<file path="config.mk">
export PLATFORM = sky130hd
export DESIGN_NAME = mcc_alu
export DESIGN_NICKNAME = d
export VERILOG_FILES = /design/src/rtl/core/mcc_pkg.sv /design/src/rtl/core/mcc_alu.sv
export SDC_FILE = /design/constraint.sdc
export NUM_CORES = 1
export LEC_CHECK = 0
export BUFFER_PORTS_ARGS = -buffer_cell sky130_fd_sc_hd__buf_2
export CAP_MARGIN = 20
export CORE_MARGIN = 3
export CORE_UTILIZATION = 45
export DETAILED_ROUTE_END_ITERATION = 6
export PLACE_DENSITY = 0.8
export SYNTH_ARGS = -nofsm -noshare
export SYNTH_HDL_FRONTEND = slang
export SYNTH_SLANG_ARGS = --single-unit
export TNS_END_PERCENT = 5
</file>
<file path="constraint.sdc">
create_clock -name vclk -period 2.4
set_input_delay 0.24 -clock vclk [all_inputs]
set_output_delay 0.24 -clock vclk [all_outputs]
set_load 0.03 [all_outputs]
</file>
<file path="src/rtl/core/mcc_pkg.sv">
// Shared constants, denomination lookup and the request/response types of the
// minimum-coin solver's table unit. No dependencies.
`default_nettype none

package mcc_pkg;

  localparam int MAX_AMOUNT = 1023;
  localparam int NUM_ROWS   = 7;
  localparam int MAX_RES    = 13;

  localparam int AMT_W     = 10;
  localparam int ENTRY_W   = 10;
  localparam int VAL_W     = 9;
  localparam int TOTAL_W   = 10;
  localparam int ROW_W     = 3;
  localparam int COL_W     = $clog2(MAX_AMOUNT + 1);
  localparam int ADDR_W    = ROW_W + COL_W;
  localparam int DEPTH     = NUM_ROWS * (2 ** COL_W);
  localparam int NRES_W    = $clog2(MAX_RES + 1);
  localparam int BUF_IDX_W = $clog2(MAX_RES);

  // Denomination of table row 1..7; row 0 has none.
  function automatic logic [VAL_W-1:0] denom(input logic [ROW_W-1:0] row);
    logic [VAL_W-1:0] d;
    begin
      case (row)
        3'd1:    d = 9'd1;
        3'd2:    d = 9'd5;
        3'd3:    d = 9'd10;
        3'd4:    d = 9'd20;
        3'd5:    d = 9'd50;
        3'd6:    d = 9'd100;
        3'd7:    d = 9'd500;
        default: d = 9'd0;
      endcase
      return d;
    end
  endfunction

  typedef struct packed {
    logic [ENTRY_W-1:0] a_val;      // fill: row below; walk: current row
    logic [ENTRY_W-1:0] b_val;      // fill: same row, col - coin; walk: row below
    logic               a_unreach;  // row below is the empty row during fill
    logic               b_use;      // coin fits in this column
    logic [COL_W-1:0]   col;        // walk column
    logic [ROW_W-1:0]   row;        // walk row
  } alu_req_t;

  typedef struct packed {
    logic [ENTRY_W-1:0] fill_val;
    logic               differ;
    logic               take;
    logic [COL_W-1:0]   col_rem;
  } alu_rsp_t;

endpackage

`default_nettype wire

</file>
<file path="src/rtl/core/mcc_alu.sv">
// Shared table unit: min-plus update for the fill, compare and column
// subtract for the walk back. Uses mcc_pkg.
`default_nettype none

module mcc_alu (
  input  mcc_pkg::alu_req_t req,
  output mcc_pkg::alu_rsp_t rsp
);
  import mcc_pkg::*;

  logic [ENTRY_W:0]   with_coin;
  logic [ENTRY_W:0]   without_coin;
  logic [ENTRY_W:0]   best;
  logic [COL_W-1:0]   coin;

  always_comb begin
    with_coin    = {1'b0, req.b_val} + {{ENTRY_W{1'b0}}, 1'b1};
    without_coin = req.a_unreach ? '1 : {1'b0, req.a_val};
    best         = (req.b_use && (with_coin < without_coin)) ? with_coin : without_coin;
    coin         = COL_W'(denom(req.row));

    rsp.fill_val = best[ENTRY_W-1:0];
    rsp.differ   = (req.a_val != req.b_val);
    rsp.take     = (req.col >= coin);
    rsp.col_rem  = req.col - coin;
  end

endmodule

`default_nettype wire

</file>
==> summary.txt, run 1 <==
RSZ-0062 raised after global routing - true
Period utilisation layout - 116%
Slew @ Worst Pin - 0.369 ns
CP Launch Point - req[16]
Nets@finish - 336
Clkbuf count - 0
Seq cells - 0
Highest clock rate - 358 MHz
Max-slew violation count - 0
Violated checks - negative setup slack
Outcome - complete, but fails checks
DR iter-0 viols - 84
Vias in the first global route - 1831
Final TNS setup - -3.54 ns
Largest area contributor in the netlist - ha_1
Crit path capture type - output port
Area after DPL - 1870 um^2
DRC - 0
Routed WL - 5630 um
First-pass GRT wire length - 8010 um
Layout overhead on the synthesized area - 76.4%
Die Width - 59.5 um
Required time worst endpoint - 2.16 ns
Slowest cell on crit path - mux2_4
Row cnt - 18
Die ar. - 3540 um^2
Initial cell density of the core - 49.7%
Ratio of cells with drive above 1 in the final layout - 55.8%
Min cycle time layout - 2.79 ns
Slack of the critical path - -0.391 ns
DRT antenna net count - 0
Most frequent cells in the layout - 49 x buf_4, 39 x buf_2, 19 x inv_1
Syn Inst Count - 179
Peak VDD IR - 0.307 mV
GRT overflow - 0
Via count - 1828
Cell Pwr Density - 294 nW/um^2
All-layer global routing usage - 29.0%
Design area - 2270 um^2
Initial antenna violation count - 0
Post-synthesis sequential area ratio - 0%
Top cells by area, synth - ha_1 19%, xor2_1 8.8%, mux2_2 7.9%
Reg area - 0 um^2
Fin cells - 308
Share of the synthesized area in the top cell type - 19.4%
First drt pass iteration count - 4
Fillers - 124
Die height - 59.5 um
YS warnings - 0
Core area - 2590 um^2
I/O pin count - 57
Inserted Diodes - 0
Commonest non-fill, non-tap cell in the layout - buf_4
Post-CTS Hold Fix Bufs - 0
Syn Nets - 235
Dpl cells - 296
P_leak - 0.00112 uW
GP Congestion - 0.861
Synth cell types - 40
Most frequent CP cell - buf_6
WS Path Type - in -> out
Syn Std Cell Area - 1290 um^2
Hold/Removal Path Class - in -> out
WL/cell - 18.3 um
Post-DP HPWL - 3320 um
Vias per inst - 5.94
CP Cell Sequence - buf_4, ha_4, buf_6, nand3_4, xnor2_4, ha_4, a21oi_2, nor2_2, a311oi_2, buf_4, o31ai_4, buf_6, mux2_4, buf_6
Worst-path fanout max - 3
Final setup violation count - 10
Avg Cell Area, Syn - 7.19 um^2
Final core occ - 87.7%
Endpoints failing hold - 0
Startpoint type of the worst setup path - input port
Largest net degree at the start of global routing - 11
Crit-path max cell delay - 0.30 ns
Worst setup path endpoint - rsp[18]
Port Buffer Count - 57
Relative slew slack - 75.2%
Max Cap Viol - 0
CP Data Arrival Time - 2.55 ns
worst max-delay path, delay by kind of cell:
| kind | cells | cell delay, ns |
|---|---|---|
| buf+inv | 5 | 0.71 |
| compound gates | 3 | 0.51 |
| fa+ha+maj | 2 | 0.40 |
| mux | 1 | 0.30 |
| xor+xnor | 1 | 0.22 |
| simple gates | 2 | 0.15 |
where the power goes:
| part | internal (uW) | switching, uW | total, uW |
|---|---|---|---|
| Combinational | 296 | 370 | 667 |
| Clock | 0 | 0 | 0 |
| Sequential | 0 | 0 | 0 |
repair_timing:
item,in CTS,in global routing
endpoints found under the setup margin,11,15
hold endpoints to repair,0,0
resized for setup,52,16
cloned,1,0
pin swaps,22,14
buffers inserted,11,0
metal layers:
metal / wire length (um) / vias to the layer above / track usage [%]
met5: 0 / - / 0
met4: 397 / 0 / 13.3
met3: 433 / 36 / 2.61
met2: 2770 / 125 / 53.4
met1: 2030 / 829 / 33.3
li1: - / 838 / -
cells by family (layout without fill, tap and decap cells):
family                   Yosys count  in the layout  share of synthesized area [%]
AND/OR/NAND/NOR                   65             65                           27.5
multiplexers                      11             11                           9.43
AO/OA/AOI/OAI                     33             34                           18.5
XOR/XNOR                          24             24                           16.3
adder cells (fa/ha/maj)           21             21                           21.0
buffers and inverters             25            123                           7.29
how the worst min path moves through the flow:
stage / slack, ns / startpoint / cells after the start / end
2_1_floorplan: 0.61 / req[15] / 1 / rsp[12]
3_3_place_gp: 0.91 / req[28] / 4 / rsp[11]
3_5_place_dp: 0.92 / req[28] / 4 / rsp[11]
4_1_cts: 0.92 / req[28] / 4 / rsp[11]
5_1_grt: 0.96 / req[31] / 4 / rsp[18]
6_report: 0.94 / req[28] / 4 / rsp[11]
cell type report:
type | count | area (um^2) | area share [%]
well taps | 30 | 37.5 | 1.65
inverters | 19 | 71.3 | 3.14
multi-input cells | 155 | 1420 | 62.6
repair buffers | 104 | 739 | 32.6
cells in the mapped netlist (2+ instances only):
library cell  number
inv_1             19
a21oi_1            8
a31oi_1            2
nand2_1           10
xor2_1            13
a21boi_0           2
nand4_1            5
nor2b_1            5
a21o_1             2
xnor2_1           11
nor3_1             2
clkbuf_1           6
nand3_1            9
nor2_1            14
ha_1              20
o21ai_0            6
nand3b_1           2
and3_1             2
nor4_1             3
mux2i_1            2
nand2b_1           2
mux2_2             9
or2_2              8
per-stage QoR:
stage / total power (uW) / setup WS (ns) / hold slack, ns
detailed placement: 538 / -0.565 / 0.917
finish: 667 / -0.391 / 0.938
global route: 706 / -0.445 / 0.957
global placement: 525 / -0.426 / 0.908
floorplan: 346 / -0.148 / 0.605
CTS: 613 / -0.267 / 0.920
No activity file was read; power rests on OpenSTA's default activity.
==> inputs of run 2 (changes only) <==
Settings changed: CORE_UTILIZATION 45 to 46, PLACE_DENSITY 0.8 to 0.81.
==> summary.txt, run 2 (synthesis gave the netlist of run 1 again) <==
Peak VDD IR - 0.272 mV
Initial cell density of the core - 50.1%
Layout overhead on the synthesized area - 70.9%
Outcome - complete, but fails checks
WL/cell - 17.6 um
Design area - 2200 um^2
Die Width - 58.9 um
Final core occ - 85.7%
Relative slew slack - 72.1%
CP Data Arrival Time - 2.59 ns
Period utilisation layout - 118%
Crit path capture type - output port
Highest clock rate - 353 MHz
Internal - 279 uW
Area after DPL - 1870 um^2
Slew @ Worst Pin - 0.418 ns
Fillers - 122
DRC - 0
Startpoint type of the worst setup path - input port
GP Congestion - 0.901
Multi-input gate area - 1390 um^2
DR iter-0 viols - 110
GRT overflow - 0
Reg area - 0 um^2
Post-CTS Hold Fix Bufs - 0
Cell Pwr Density - 293 nW/um^2
Clkbuf count - 0
Psw - 366 uW
DRT antenna net count - 0
Comb pwr share - 100.0%
Max Cap Viol - 0
CP Cell Sequence - buf_6, and3_4, nand3_4, buf_4, xnor2_2, ha_1, nand4_1, o31ai_4, mux2_2, buf_2
Crit-path max cell delay - 0.46 ns
Endpoints failing hold - 0
Largest net degree at the start of global routing - 10
Initial antenna violation count - 0
Post-DP HPWL - 3290 um
RSZ-0062 raised after global routing - true
Total power - 645 uW
Row cnt - 18
Final TNS setup - -3.95 ns
Routed WL - 5380 um
Die height - 58.9 um
Buf/Inv on CP - 3
All-layer global routing usage - 27.4%
Place WS - -0.528 ns
Vias per inst - 5.94
Sw Share - 56.7%
Commonest non-fill, non-tap cell in the layout - buf_4
Max-slew violation count - 0
Most frequent cells in the layout - 49 x buf_4, 42 x buf_2, 19 x inv_1
Clk pwr share - 0%
Port Buffer Count - 57
Violated checks - negative setup slack
I/O pin count - 57
Core area - 2570 um^2
Slack of the critical path - -0.431 ns
Seq cells - 0
Vias in the first global route - 1764
Hold/Removal Path Class - in -> out
First drt pass iteration count - 4
Slowest cell on crit path - o31ai_4
P_leak - 0.00110 uW
Final setup violation count - 11
Crit-path leading delay family - simple AND/OR/NAND/NOR gates
First-pass GRT wire length - 7530 um
WS Path Type - in -> out
Nets@finish - 334
Required time worst endpoint - 2.16 ns
Via count - 1819
Die ar. - 3470 um^2
Inserted Diodes - 0
Min cycle time layout - 2.83 ns
Register share of total power - 0%
Worst-path fanout max - 5
Ratio of cells with drive above 1 in the final layout - 54.3%
run 2: area by class of cell:
cell class	instances	area share [%]
multi-input combinational	155	63.3
tap	30	1.71
inverter	19	3.24
timing repair buffer	102	31.7
run 2: path summary, 6_finish.rpt:
check / to / start / slack, ns / depth (start not counted)
worst min-delay path: rsp[10] / req[12] / 0.91 / 4
worst max-delay path: rsp[18] / req[17] / -0.43 / 10
run 2: through the flow:
stage	instances	hold slack [ns]
2_1_floorplan	179	0.605
3_3_place_gp	295	0.908
5_1_grt	306	0.945
6_report	306	0.905
3_5_place_dp	295	0.914
4_1_cts	305	0.914
run 2: timing repair:
item | CTS | global route
setup buffers | 9 | 1
gates resized for setup | 40 | 18
cloned | 1 | 0
endpoints found under the setup margin | 12 | 15
pin swaps | 20 | 3
run 2: metal layers:
metal / track usage, % / vias up / routed length (um)
li1: - / 832 / -
met1: 30.0 / 845 / 1990
met2: 52.2 / 112 / 2700
met3: 1.97 / 30 / 370
met4: 13.6 / 0 / 312
met5: 0 / - / 0
run 2: tightest hold or removal path, delay by kind of cell:
family | cells | cell delay [ns]
AND/OR/NAND/NOR | 1 | 0.05
AO/OA/AOI/OAI | 1 | 0.08
buffers and inverters | 2 | 0.30
run 2: power groups by stage:
stage / sequential [uW] / clock [uW] / combinational (uW)
2_1_floorplan: 0 / 0 / 346
3_3_place_gp: 0 / 0 / 523
3_5_place_dp: 0 / 0 / 537
4_1_cts: 0 / 0 / 594
5_1_grt: 0 / 0 / 682
6_report: 0 / 0 / 645
==> inputs of run 3 (changes only) <==
Settings changed: PLACE_DENSITY 0.81 to 0.78.
==> summary.txt, run 3 (synthesis gave the netlist of run 1 again) <==
Met1 global-route usage - 30.5%
Routed WL - 5150 um
Highest clock rate - 366 MHz
Outcome - complete, but fails checks
GRT overflow - 0
Nets@finish - 336
Met3 GRT Util - 3.51%
Crit-path max cell delay - 0.41 ns
Ratio of cells with drive above 1 in the final layout - 55.0%
DRC - 0
Crit path capture type - output port
Crit-path leading delay family - simple AND/OR/NAND/NOR gates
Slowest cell on crit path - mux2_2
Hold/Removal Path Class - in -> out
Reg area - 0 um^2
Largest net degree at the start of global routing - 11
CP Data Arrival Time - 2.49 ns
Peak VDD IR - 0.279 mV
Relative slew slack - 67.7%
Busiest grt layer - met2
WL/cell - 16.7 um
Initial antenna violation count - 0
Violated checks - negative setup slack
Slack of the critical path - -0.331 ns
DR iter-0 viols - 62
Inserted Diodes - 0
Post-DP HPWL - 3170 um
CP Cell Sequence - buf_2, and3_4, nand3_4, nor2_4, xnor2_2, ha_4, nand4_4, buf_4, o31ai_4, mux2_2, buf_2
DRT antenna net count - 0
Met2 Use GR - 52.4%
Vias in the first global route - 1674
All-layer global routing usage - 27.5%
GP Congestion - 0.887
Period utilisation layout - 114%
Via count - 1760
RSZ-0062 raised after global routing - true
Place WS - -0.490 ns
Final setup violation count - 10
Cell Pwr Density - 289 nW/um^2
Die Width - 58.9 um
Buf/Inv on CP - 3
First-pass GRT wire length - 7450 um
Most frequent CP cell - buf_2
Seq cells - 0
Startpoint type of the worst setup path - input port
Die height - 58.9 um
Max-slew violation count - 0
P_leak - 0.00108 uW
Vias per inst - 5.71
Worst-path fanout max - 5
Design area - 2210 um^2
Port Buffer Count - 57
Slew @ Worst Pin - 0.480 ns
Core area - 2570 um^2
Row cnt - 18
Commonest non-fill, non-tap cell in the layout - buf_2
Required time worst endpoint - 2.16 ns
Die ar. - 3470 um^2
First drt pass iteration count - 4
Max Cap Viol - 0
Final TNS setup - -3.06 ns
Area after DPL - 1880 um^2
Most frequent cells in the layout - 49 x buf_2, 48 x buf_4, 19 x inv_1
Initial cell density of the core - 50.1%
Layout overhead on the synthesized area - 71.6%
Endpoints failing hold - 0
WS Path Type - in -> out
Min cycle time layout - 2.73 ns
Final core occ - 86.1%
Clkbuf count - 0
I/O pin count - 57
==> run 3: layout make-up <==
type	instances	area, um^2
repair buffers	104	681
inverters	19	71.3
multi-input cells	155	1420
well taps	30	37.5
fillers	138	358
==> run 3: metal layers <==
metal | vias up | routed length [um]
met4 | 0 | 230
li1 | 841 | -
met5 | - | 0
met2 | 85 | 2650
met1 | 807 | 1960
met3 | 27 | 308
==> run 3: worst min-delay path, delay by kind of cell <==
| kind | cells | cell delay (ns) |
|---|---|---|
| xor+xnor | 1 | 0.08 |
| buf+inv | 2 | 0.29 |
| simple gates | 1 | 0.08 |
==> run 3: final timing paths <==
kind	startpoint	to	slack, ns	cells after the start
worst min-delay path	req[28]	rsp[11]	0.93	4
worst max-delay path	req[19]	rsp[18]	-0.33	11
==> run 3: timing repair <==
| item | in CTS | in global routing |
|---|---|---|
| setup buffers | 8 | 2 |
| resized for setup | 32 | 18 |
| hold buffers | 0 | 0 |
| cloned | 1 | 0 |
| setup endpoints to repair | 11 | 15 |
| pin swaps | 19 | 7 |
==> run 3: metrics by stage <==
step / hold slack (ns) / instances / total power, uW
3_5_place_dp: 0.915 / 297 / 536
5_1_grt: 0.972 / 308 / 680
6_report: 0.931 / 308 / 639
3_3_place_gp: 0.913 / 297 / 527
2_1_floorplan: 0.605 / 179 / 346
4_1_cts: 0.918 / 306 / 585
==> run 3: power breakdown <==
| part | switching, uW | internal, uW |
|---|---|---|
| Sequential | 0 | 0 |
| Clock | 0 | 0 |
| Combinational | 361 | 278 |
